--- config.mk ---
export PLATFORM = sky130hd
export DESIGN_NAME = unsigned_64bit_arith_unit_flat
export DESIGN_NICKNAME = d
export VERILOG_FILES = /design/src/rtl/ua64_pkg.sv /design/src/rtl/ua64_cmd_if.sv /design/src/rtl/ua64_res_if.sv /design/src/rtl/ua64_alu.sv /design/src/rtl/ua64_ctrl.sv /design/src/rtl/unsigned_64bit_arith_unit.sv /design/src/flat_wrapper.sv
export SDC_FILE = /design/constraint.sdc
export NUM_CORES = 1
export LEC_CHECK = 0
export ABC_AREA = 0
export BUFFER_PORTS_ARGS = -buffer_cell sky130_fd_sc_hd__buf_2
export CORE_AREA = 2 2 247 298
export DETAILED_ROUTE_END_ITERATION = 16
export DIE_AREA = 0 0 249 300
export PLACE_DENSITY_LB_ADDON = 0.2
export SYNTH_ARGS = -nofsm -noshare
export SYNTH_HDL_FRONTEND = slang
export SYNTH_SLANG_ARGS = --single-unit
export TNS_END_PERCENT = 5
--- constraint.sdc ---
create_clock -name clk_i -period 9.72 [get_ports clk_i]
set_input_delay 0.972 -clock clk_i [delete_from_list [all_inputs] [get_ports clk_i]]
set_output_delay 0.972 -clock clk_i [all_outputs]
set_load 0.03 [all_outputs]
--- src/rtl/ua64_pkg.sv ---
// Package for the 64-bit unsigned arithmetic unit.
// Holds the data widths, the command codes and the handoff struct.
// Used by the channel interfaces and by every module of the block.
`default_nettype none

package ua64_pkg;

  // Operand and result width.
  localparam int DataW = 64;
  // The shared adder works on one extra bit so that it can take a shifted remainder.
  localparam int AluW  = DataW + 1;
  // The iteration counter covers one step per operand bit.
  localparam int CntW  = $clog2(DataW);
  localparam logic [CntW-1:0] CntLast = CntW'(DataW - 1);
  localparam int CmdW  = 2;

  typedef logic [DataW-1:0] ua64_data_t;

  typedef enum logic [CmdW-1:0] {
    CMD_ADD = 2'd0,
    CMD_SUB = 2'd1,
    CMD_MUL = 2'd2,
    CMD_DIV = 2'd3
  } ua64_cmd_e;

  // A finished result that waits in the sequencer for the output register.
  typedef struct packed {
    logic       valid;
    ua64_data_t result;
  } ua64_done_t;

endpackage : ua64_pkg

`default_nettype wire

--- src/rtl/ua64_cmd_if.sv ---
// Command channel of the arithmetic unit: command and two operands.
// Depends on ua64_pkg for the widths.
`default_nettype none

interface ua64_cmd_if;
  import ua64_pkg::*;

  logic            valid;
  logic            ready;
  logic [CmdW-1:0] command;
  ua64_data_t      operand_a;
  ua64_data_t      operand_b;

  modport source (output valid, output command, output operand_a, output operand_b,
                  input ready);
  modport sink   (input valid, input command, input operand_a, input operand_b,
                  output ready);
endinterface : ua64_cmd_if

`default_nettype wire

--- src/rtl/ua64_res_if.sv ---
// Result channel of the arithmetic unit: one 64-bit result per beat.
// Depends on ua64_pkg for the width.
`default_nettype none

interface ua64_res_if;
  import ua64_pkg::*;

  logic       valid;
  logic       ready;
  ua64_data_t result;

  modport source (output valid, output result, input ready);
  modport sink   (input valid, input result, output ready);
endinterface : ua64_res_if

`default_nettype wire

--- src/rtl/ua64_alu.sv ---
// Shared adder/subtractor of the arithmetic unit.
// One 65-bit add or subtract per cycle; the carry out flags x >= y on subtract.
// Depends on ua64_pkg.
`default_nettype none

module ua64_alu (
  input  wire logic [ua64_pkg::AluW-1:0] x_i,
  input  wire logic [ua64_pkg::AluW-1:0] y_i,
  input  wire logic                      sub_i,
  output logic      [ua64_pkg::AluW-1:0] sum_o,
  output logic                           carry_o
);
  import ua64_pkg::*;

  logic [AluW-1:0] y_inv;

  // Subtraction is addition of the inverted operand plus one.
  assign y_inv = y_i ^ {AluW{sub_i}};
  assign {carry_o, sum_o} = {1'b0, x_i} + {1'b0, y_inv} + {{AluW{1'b0}}, sub_i};

endmodule : ua64_alu

`default_nettype wire

--- src/rtl/ua64_ctrl.sv ---
// Sequencer and working registers of the arithmetic unit.
// Drives the shared adder once per cycle for add, subtract, multiply and divide.
// Depends on ua64_pkg, ua64_cmd_if and ua64_alu.
`default_nettype none

module ua64_ctrl (
  input  wire logic       clk_i,
  input  wire logic       rst_ni,
  ua64_cmd_if.sink        cmd_i,
  input  wire logic       take_i,
  output ua64_pkg::ua64_done_t done_o
);
  import ua64_pkg::*;

  typedef enum logic [1:0] {
    ST_IDLE,
    ST_RUN,
    ST_DONE
  } state_e;

  state_e          state_q, state_d;
  ua64_cmd_e       cmd_q, cmd_d;
  ua64_data_t      a_q, a_d;
  ua64_data_t      b_q, b_d;
  ua64_data_t      acc_q, acc_d;
  ua64_data_t      res_q, res_d;
  logic [CntW-1:0] cnt_q, cnt_d;

  logic [AluW-1:0] alu_x;
  logic [AluW-1:0] alu_y;
  logic            alu_sub;
  logic [AluW-1:0] alu_sum;
  logic            alu_carry;
  ua64_cmd_e       in_cmd;
  ua64_data_t      quot_next;

  assign in_cmd = ua64_cmd_e'(cmd_i.command);
  assign cmd_i.ready = (state_q == ST_IDLE);

  // Operand selection for the shared unit. In divide, acc holds the partial
  // remainder and a shifts the dividend out at the top and the quotient in.
  always_comb begin
    alu_x   = {1'b0, a_q};
    alu_y   = {1'b0, b_q};
    alu_sub = 1'b0;
    case (cmd_q)
      CMD_ADD: begin
        alu_sub = 1'b0;
      end
      CMD_SUB: begin
        alu_sub = 1'b1;
      end
      CMD_MUL: begin
        alu_x = {1'b0, acc_q};
        alu_y = {1'b0, (b_q[0] ? a_q : '0)};
      end
      CMD_DIV: begin
        alu_x   = {acc_q, a_q[DataW-1]};
        alu_sub = 1'b1;
      end
      default: begin
        alu_sub = 1'b0;
      end
    endcase
  end

  ua64_alu u_alu (
    .x_i    (alu_x),
    .y_i    (alu_y),
    .sub_i  (alu_sub),
    .sum_o  (alu_sum),
    .carry_o(alu_carry)
  );

  assign quot_next = {a_q[DataW-2:0], alu_carry};

  // Next state and working registers.
  always_comb begin
    state_d = state_q;
    cmd_d   = cmd_q;
    a_d     = a_q;
    b_d     = b_q;
    acc_d   = acc_q;
    res_d   = res_q;
    cnt_d   = cnt_q;
    case (state_q)
      ST_IDLE: begin
        if (cmd_i.valid) begin
          cmd_d = in_cmd;
          a_d   = cmd_i.operand_a;
          b_d   = cmd_i.operand_b;
          acc_d = '0;
          cnt_d = '0;
          // A zero divisor or a zero dividend gives a zero quotient at once.
          if (in_cmd == CMD_DIV && (cmd_i.operand_a == '0 || cmd_i.operand_b == '0)) begin
            res_d   = '0;
            state_d = ST_DONE;
          end else begin
            state_d = ST_RUN;
          end
        end
      end
      ST_RUN: begin
        case (cmd_q)
          CMD_MUL: begin
            acc_d = alu_sum[DataW-1:0];
            a_d   = a_q << 1;
            b_d   = b_q >> 1;
            cnt_d = cnt_q + 1'b1;
            if (cnt_q == CntLast) begin
              res_d   = alu_sum[DataW-1:0];
              state_d = ST_DONE;
            end
          end
          CMD_DIV: begin
            // Keep the difference when the divisor fits, else restore.
            acc_d = alu_carry ? alu_sum[DataW-1:0] : alu_x[DataW-1:0];
            a_d   = quot_next;
            cnt_d = cnt_q + 1'b1;
            if (cnt_q == CntLast) begin
              res_d   = quot_next;
              state_d = ST_DONE;
            end
          end
          default: begin
            // Add and subtract finish in a single pass.
            res_d   = alu_sum[DataW-1:0];
            state_d = ST_DONE;
          end
        endcase
      end
      ST_DONE: begin
        if (take_i) begin
          state_d = ST_IDLE;
        end
      end
      default: begin
        state_d = ST_IDLE;
      end
    endcase
  end

  always_ff @(posedge clk_i or negedge rst_ni) begin
    if (!rst_ni) begin
      state_q <= ST_IDLE;
      cmd_q   <= CMD_ADD;
      a_q     <= '0;
      b_q     <= '0;
      acc_q   <= '0;
      res_q   <= '0;
      cnt_q   <= '0;
    end else begin
      state_q <= state_d;
      cmd_q   <= cmd_d;
      a_q     <= a_d;
      b_q     <= b_d;
      acc_q   <= acc_d;
      res_q   <= res_d;
      cnt_q   <= cnt_d;
    end
  end

  assign done_o.valid  = (state_q == ST_DONE);
  assign done_o.result = res_q;

  // Add and subtract reach the handoff after one pass through the run state.
  a_addsub_latency: assert property (@(posedge clk_i) disable iff (!rst_ni)
    (cmd_i.valid && cmd_i.ready && (in_cmd == CMD_ADD || in_cmd == CMD_SUB))
      |-> ##2 done_o.valid)
    else $error("add/subtract result not ready two cycles after the beat");

  // A divide by zero gives zero on the next cycle.
  a_div_zero: assert property (@(posedge clk_i) disable iff (!rst_ni)
    (cmd_i.valid && cmd_i.ready && in_cmd == CMD_DIV && cmd_i.operand_b == '0)
      |=> (done_o.valid && done_o.result == '0))
    else $error("divide by zero did not give a zero result");

  // A result that is not taken stays put.
  a_done_hold: assert property (@(posedge clk_i) disable iff (!rst_ni)
    (done_o.valid && !take_i) |=> (done_o.valid && $stable(done_o.result)))
    else $error("pending result changed before handoff");

  // The iteration counter is back at zero whenever the sequencer is idle.
  a_cnt_idle: assert property (@(posedge clk_i) disable iff (!rst_ni)
    (state_q == ST_IDLE) |-> (cnt_q == '0))
    else $error("iteration counter not cleared at idle");

endmodule : ua64_ctrl

`default_nettype wire

--- src/rtl/unsigned_64bit_arith_unit.sv ---
// Top level of the 64-bit unsigned arithmetic unit.
// Depends on ua64_pkg, ua64_cmd_if, ua64_res_if and ua64_ctrl.
//
// Usage:
//   cmd_i carries a command (0 add, 1 subtract, 2 multiply, 3 divide) and two
//   64-bit unsigned operands; res_o returns one 64-bit result per command beat.
//   Add and subtract wrap modulo 2^64, multiply returns the low 64 bits of the
//   product and divide returns the floor quotient (zero for a zero divisor or
//   a zero dividend).
// Sequencing:
//   One 65-bit adder is shared by all operations. Add and subtract use it once,
//   multiply and divide once per operand bit (64 passes). With the receiver
//   ready, a result goes from the sequencer's done state into the output
//   register, and res_o.valid rises once it is registered there; the zero
//   divide cases skip the run state. The unit takes one command at a time and
//   raises ready at the edge that hands its result to the output register.
// Reset and stalls:
//   Reset empties the sequencer and the output register. While the receiver
//   stalls, the output register holds its beat; the next command is still taken
//   and worked on, and its result waits in the sequencer until the register frees.
`default_nettype none

module unsigned_64bit_arith_unit (
  input  wire logic clk_i,
  input  wire logic rst_ni,
  ua64_cmd_if.sink  cmd_i,
  ua64_res_if.source res_o
);
  import ua64_pkg::*;

  ua64_done_t done;
  logic       take;
  logic       out_valid_q, out_valid_d;
  ua64_data_t out_result_q, out_result_d;

  ua64_ctrl u_ctrl (
    .clk_i (clk_i),
    .rst_ni(rst_ni),
    .cmd_i (cmd_i),
    .take_i(take),
    .done_o(done)
  );

  // The output register loads when it is empty or being drained this cycle.
  assign take = done.valid && (!out_valid_q || res_o.ready);

  always_comb begin
    out_valid_d  = out_valid_q;
    out_result_d = out_result_q;
    if (take) begin
      out_valid_d  = 1'b1;
      out_result_d = done.result;
    end else if (res_o.ready) begin
      out_valid_d = 1'b0;
    end
  end

  always_ff @(posedge clk_i or negedge rst_ni) begin
    if (!rst_ni) begin
      out_valid_q  <= 1'b0;
      out_result_q <= '0;
    end else begin
      out_valid_q  <= out_valid_d;
      out_result_q <= out_result_d;
    end
  end

  assign res_o.valid  = out_valid_q;
  assign res_o.result = out_result_q;

endmodule : unsigned_64bit_arith_unit

`default_nettype wire
--- src/flat_wrapper.sv ---
// flat-port wrapper written by rule: the top's interface ports become plain ports
module unsigned_64bit_arith_unit_flat import ua64_pkg::*;
  (clk_i, rst_ni, cmd_i_valid, cmd_i_command, cmd_i_operand_a, cmd_i_operand_b, cmd_i_ready, res_o_valid, res_o_result, res_o_ready);
  ua64_cmd_if cmd_i_i ();
  ua64_res_if res_o_i ();
  input  wire logic clk_i;
  input  wire logic rst_ni;
  input wire logic [$bits(cmd_i_i.valid)-1:0] cmd_i_valid;
  input wire logic [$bits(cmd_i_i.command)-1:0] cmd_i_command;
  input wire logic [$bits(cmd_i_i.operand_a)-1:0] cmd_i_operand_a;
  input wire logic [$bits(cmd_i_i.operand_b)-1:0] cmd_i_operand_b;
  output wire logic [$bits(cmd_i_i.ready)-1:0] cmd_i_ready;
  output wire logic [$bits(res_o_i.valid)-1:0] res_o_valid;
  output wire logic [$bits(res_o_i.result)-1:0] res_o_result;
  input wire logic [$bits(res_o_i.ready)-1:0] res_o_ready;
  assign cmd_i_i.valid = cmd_i_valid;
  assign cmd_i_i.command = cmd_i_command;
  assign cmd_i_i.operand_a = cmd_i_operand_a;
  assign cmd_i_i.operand_b = cmd_i_operand_b;
  assign cmd_i_ready = cmd_i_i.ready;
  assign res_o_valid = res_o_i.valid;
  assign res_o_result = res_o_i.result;
  assign res_o_i.ready = res_o_ready;
  unsigned_64bit_arith_unit u_core (.clk_i(clk_i), .rst_ni(rst_ni), .cmd_i(cmd_i_i), .res_o(res_o_i));
endmodule
==> results.toml, run 1 <==
[run_status]
status = "completed"

[critical_path]
cp-startpoint = "u_core.u_ctrl.cmd_q[0]"
critPathArrivalTime_ns = 6.68
r2r_setup_slack_ns = 3.51
critPathKind = "register to register"
critical_path.endpoint_type = "register"
path_max_fanout = 69
required_ns = 10.19
start_kind = "register"
reg2regPathDepth = 14
r2r-start = "u_core.u_ctrl.cmd_q[0]"

[clock_tree]
cts_root_buffer = "clkbuf_16"
holdBufCountCts = 0
clk_pin_slew_ns = 0.06
clk_latency_ns = 0.58
cts_tree = "done"
ctsHtreeMaxLevel = 2
cts_buffer_depth = 3
cts_sinks = 331
cts_post_setup_buffers_inserted = 0
cts-resized-gates = 0
numCtsBuffers = 42

[grt]
antenna_found_initial = 1
grt_max_degree = 145
grt_util_met1_pct = 26.19
grt_pass1_wl_microns = 129600
grt_usage_pct = 22.72
gr-usage-met3_pct = 2.571
grt_overflow = 0
grt_use_met2_pct = 42.14
grt_pass1_vias = 19970
grt-busiest-layer = "met2"

[logic_synthesis]
synth_area_sq_um = 21400
ys_types = 75
ys_ff_latch = 331
ys_async_sr_fraction_pct = 100.0
yosysWarningCount = 0
synth_edf_count = 0
avgSynthCellArea_sq_um = 8.462
postSynthCellCount = 2529
yosysTopAreaCell = "dfrtp_1"
synth_flop_cell = "dfrtp_1"
synth_area_leaders = "dfrtp_1, nand2_1, mux2i_1"
synth.top_cell.area_share_pct = 38.70
mappedNetlistNets = 2728
ys_seq_area_share_pct = 38.70

[routing]
ant_nets = 0
postRouteWirelength_microns = 86070
vias_per_cell = 5.586
drt-initial-drc-count = 1451
wl_per_cell_microns = 24.08
drc = 0
firstDrtPassIters = 6
dr_total_vias = 19970

[sta]
timing.fmax_ghz = 0.1610
finalSetupViolCount = 0
period_share_pct = 63.92
relSlewSlack_pct = 26.72
tightest_slew_ns = 1.099
finalHoldViolations = 0
grt_setup_unrepaired = "no"
period_minus_slack_ns = 6.213
final_max_slew_viol_count = 0
setup_tns_ns = 0
worst_clock_skew_ns = 0.03277

[cells_and_area]
layout.nets = 2807
final_cell_mix = "nand2_1, dfrtp_1, nor2_1, a21oi_1, buf_2"
drive_gt1_share_pct = 15.23
synthToLayoutAreaGrowth_pct = 15.40
num_antenna_cells = 0
postLayoutCoreUtil_pct = 34.42
layout_commonest_cell = "nand2_1"

[hold_path]
hold_class = "input port to asynchronous set/reset pin"

[placed_design]
post-dp-hpwl_microns = 62950
portBuffers = 199
gp_congestion = 0.9219

[floorplanning]
start_util_pct = 29.82
io_pins = 200
core_sq_um = 71750
die_x_microns = 249
dieHeight_microns = 300
fp-row-count = 108
die-area_sq_um = 74700

[run]
maxCapViolCount = 0
cell type report:
cell class	count	area [sq um]
well taps	935	1170
clock buffers	59	1246
flip-flops and latches	331	8294
clock inverters	17	312.8
fillers	7482	47060
repair buffers	225	1226
inverters	19	71.32
multi-input cells	1989	12380
registers in the layout, summed over array words and instances, names as in the netlist:
name,flops
u_core.u_ctrl.cnt_q,6
u_core.u_ctrl.acc_q,64
u_core.u_ctrl.state_q,2
u_core.u_ctrl.cmd_q,2
u_core.u_ctrl.res_q,64
u_core.u_ctrl.a_q,64
u_core.u_ctrl.b_q,64
u_core.res_o.valid,1
u_core.res_o.result,64
stage by stage:
stage	cell area [sq um]	setup WS, ns	hold slack [ns]	instances
2_1_floorplan	21400	4.822	0.4450	2529
3_3_place_gp	23140	3.595	0.4661	3499
3_5_place_dp	23140	3.493	0.4696	3499
4_1_cts	24700	3.483	0.3511	3575
5_1_grt	24700	3.026	0.3676	3575
6_report	24700	3.507	0.3378	3575
layer usage:
metal	routed length, microns	vias up
met1	33900	9907
met4	4232	0
met3	3171	136
met5	0	-
met2	44760	557
li1	-	9370
cells by family (layout without fill, tap and decap cells):
| logic type | after synthesis | count (layout) | share of synthesized area [%] |
|---|---|---|---|
| DFF | 331 | 331 | 38.70 |
| xor gates and xnor gates | 59 | 59 | 2.415 |
| and+or+nand+nor | 900 | 900 | 18.44 |
| buffers and inverters | 209 | 320 | 3.929 |
| muxes | 193 | 193 | 9.425 |
| adders and majority gates | 65 | 65 | 3.835 |
| AOI/OAI and AO/OA | 772 | 772 | 23.25 |
cell usage after synthesis, types with 8 or more instances:
library cell / count
a21oi_1: 227
xor2_1: 28
nor2_1: 241
xnor2_1: 31
inv_1: 19
a32oi_1: 25
a22oi_1: 28
a31oi_1: 122
mux2i_1: 125
nand2b_1: 13
dfrtp_1: 331
buf_1: 14
nor2b_1: 73
o21bai_1: 15
o21ai_0: 122
clkbuf_1: 155
nand4_1: 29
and3_1: 10
nand2_1: 418
o21a_1: 13
o21ai_1: 40
nor3_1: 19
nand3_1: 30
mux2_2: 68
buf_2: 15
o31ai_1: 9
nor4_1: 42
or3_1: 8
a21o_1: 32
a311oi_1: 65
ha_1: 64
worst max-delay path: stages (launching register included):
cell and delay (ns):
dfrtp_4 0.94, buf_4 0.82, mux2i_1 0.19, a21oi_1 0.36, ha_1 0.31, nand2_1 0.07
a21oi_1 0.07, o31ai_1 0.48, a21oi_1 0.22, a221oi_4 0.58, o221ai_2 0.29, nand2_4 0.37
buf_4 0.73, mux2_2 0.41, a22o_1 0.17
path summary, 6_finish.rpt:
path / end
worst max-delay path: u_core.u_ctrl.acc_q[12]
max in group asynchronous: u_core.u_ctrl.acc_q[46]
worst min register to register: u_core.u_ctrl.res_q[53]
worst max register to register: u_core.u_ctrl.acc_q[12]
min in group clk_i: u_core.u_ctrl.res_q[53]
worst min-delay path: u_core.res_o.result[12]
Power of run 1 is left out: the tool's default activity adds up to more than one toggle a clock period on the data nets, which glitch-free logic cannot reach.
==> inputs of run 2 (changes only) <==
==> constraint.sdc (replaced) <==
create_clock -name clk_i -period 5 [get_ports clk_i]
set_input_delay 0.5 -clock clk_i [delete_from_list [all_inputs] [get_ports clk_i]]
set_output_delay 0.5 -clock clk_i [all_outputs]
set_load 0.03 [all_outputs]
==> results.toml, run 2 (same netlist as run 1, synthesis figures left out) <==
[clock_tree]
ctsHtreeMaxLevel = 2
cts_tree = "done"
cts_post_setup_buffers_inserted = 0
clk_pin_slew_ns = 0.06
numCtsBuffers = 41
cts_buffer_depth = 3
cts_sinks = 331
cts_root_buffer = "clkbuf_16"
holdBufCountCts = 0
clk_latency_ns = 0.58

[critical_path]
crit_chain = "buf_12, nor2b_1, a311oi_1, a21oi_1, ha_1, buf_4, a21o_1, o21ai_0, a211oi_4, o31ai_4, o31ai_4, o21ai_1, nand3_1, a31oi_1, xnor2_1, a221o_1"
critPathArrivalTime_ns = 5.10
path_max_fanout = 35
critical-path-slowest-cell = "dfrtp_4"
required_ns = 5.46
start_kind = "register"
crit_family = "compound AO/OA/AOI/OAI gates"
critPathKind = "register to register"
slowest_delay_ns = 0.73
critical_path.endpoint_type = "register"
critPathBufInv = 2
cpMostUsedCell = "o31ai_4"

[routing]
firstDrtPassIters = 7
dr_total_vias = 20210
postRouteWirelength_microns = 87260
drc = 0
vias_per_cell = 5.567
ant_nets = 0
wl_per_cell_microns = 24.04
drt-initial-drc-count = 1563

[grt]
grt_overflow = 0
antenna_found_initial = 0
grt_usage_pct = 22.84
grt_pass1_vias = 19860
grt_max_degree = 127
grt_pass1_wl_microns = 129500

[sta]
period_share_pct = 92.74
grt_setup_unrepaired = "no"
tightest_slew_ns = 1.222
final_max_slew_viol_count = 0
period_minus_slack_ns = 4.637
timing.fmax_ghz = 0.2156
fin_worst_hold_slack_ns = 0.01000
finalHoldViolations = 0
worst_clock_skew_ns = 0.03343
setup_ws_ns = 0.3628
finalSetupViolCount = 0
setup_tns_ns = 0
relSlewSlack_pct = 18.51

[cells_and_area]
synthToLayoutAreaGrowth_pct = 17.44
layout_commonest_cell = "nand2_1"
finalInstanceArea_sq_um = 25130
drive_gt1_share_pct = 16.89
fillers = 7447
layout.nets = 2861
final-seq-area_sq_um = 8292
multi_input_area_sq_um = 12380
final_cell_mix = "nand2_1, dfrtp_1, nor2_1, a21oi_1, buf_2"

[floorplanning]
die_x_microns = 249
start_util_pct = 29.82
fp-row-count = 108
dieHeight_microns = 300
die-area_sq_um = 74700
core_sq_um = 71750
io_pins = 200

[placed_design]
portBuffers = 199
post-dp-hpwl_microns = 65080
placed_area_sq_um = 23720
pre_cts_slack_ns = 0.3416
gp_congestion = 0.9614

[hold_path]
hold_class = "input port to asynchronous set/reset pin"

[run]
maxCapViolCount = 0

[run_status]
status = "completed"
[run 2: changes by cell type in the layout (fill, tap and decap cells not counted), moves of 2 or more]
cell       before  now
inv_6           2    4
clkbuf_1        5    7
buf_12          2   16
buf_4          24   65
clkinv_4        3    1
clkinv_2        2    6
bufinv_16       8    4
clkbuf_16      43   41
[run 2: final timing paths]
path / start / to / slack [ns] / cells after the start
worst min-delay path: rst_ni / u_core.res_o.result[10] / 0.01 / 1
worst max register to register: u_core.u_ctrl.cmd_q[1] / u_core.u_ctrl.acc_q[56] / 0.36 / 16
max in group asynchronous: rst_ni / u_core.res_o.result[22] / 3.77 / 2
worst min register to register: u_core.u_ctrl.res_q[20] / u_core.u_ctrl.res_q[20] / 0.48 / 2
worst max-delay path: u_core.u_ctrl.cmd_q[1] / u_core.u_ctrl.acc_q[56] / 0.36 / 16
min in group clk_i: cmd_i_operand_a[53] / u_core.u_ctrl.a_q[53] / 0.15 / 3
[run 2: routing by layer]
layer  share of wire [%]  track usage (%)  up-vias
met5                   0                0        -
li1                    -                -     9471
met2                  51            41.26      534
met3                 3.5            2.251      147
met4                 5.3            11.41        0
met1                  40            27.04    10060
[run 2: area by class of cell]
cell class,instances,area share (%)
clock buffer,58,4.734
sequential,331,32.99
clock inverter,17,0.8314
antenna,1,0.009957
timing repair buffer,280,7.219
multi-input combinational,1989,49.28
inverter,19,0.2838
tap,935,4.655
[run 2: per-stage QoR]
stage               instances  util (%)
floorplan                2529         -
global placement         3554     33.06
detailed placement       3554     33.06
CTS                      3629     35.01
global route             3629     35.02
finish                   3630     35.03
[run 2: repair_timing]
| item | CTS | global route |
|---|---|---|
| resized for setup | 0 | 2 |
| endpoints found under the setup margin | 0 | 2 |
| endpoints found under the hold margin | 0 | 0 |
Power of run 2 is left out for the same reason.
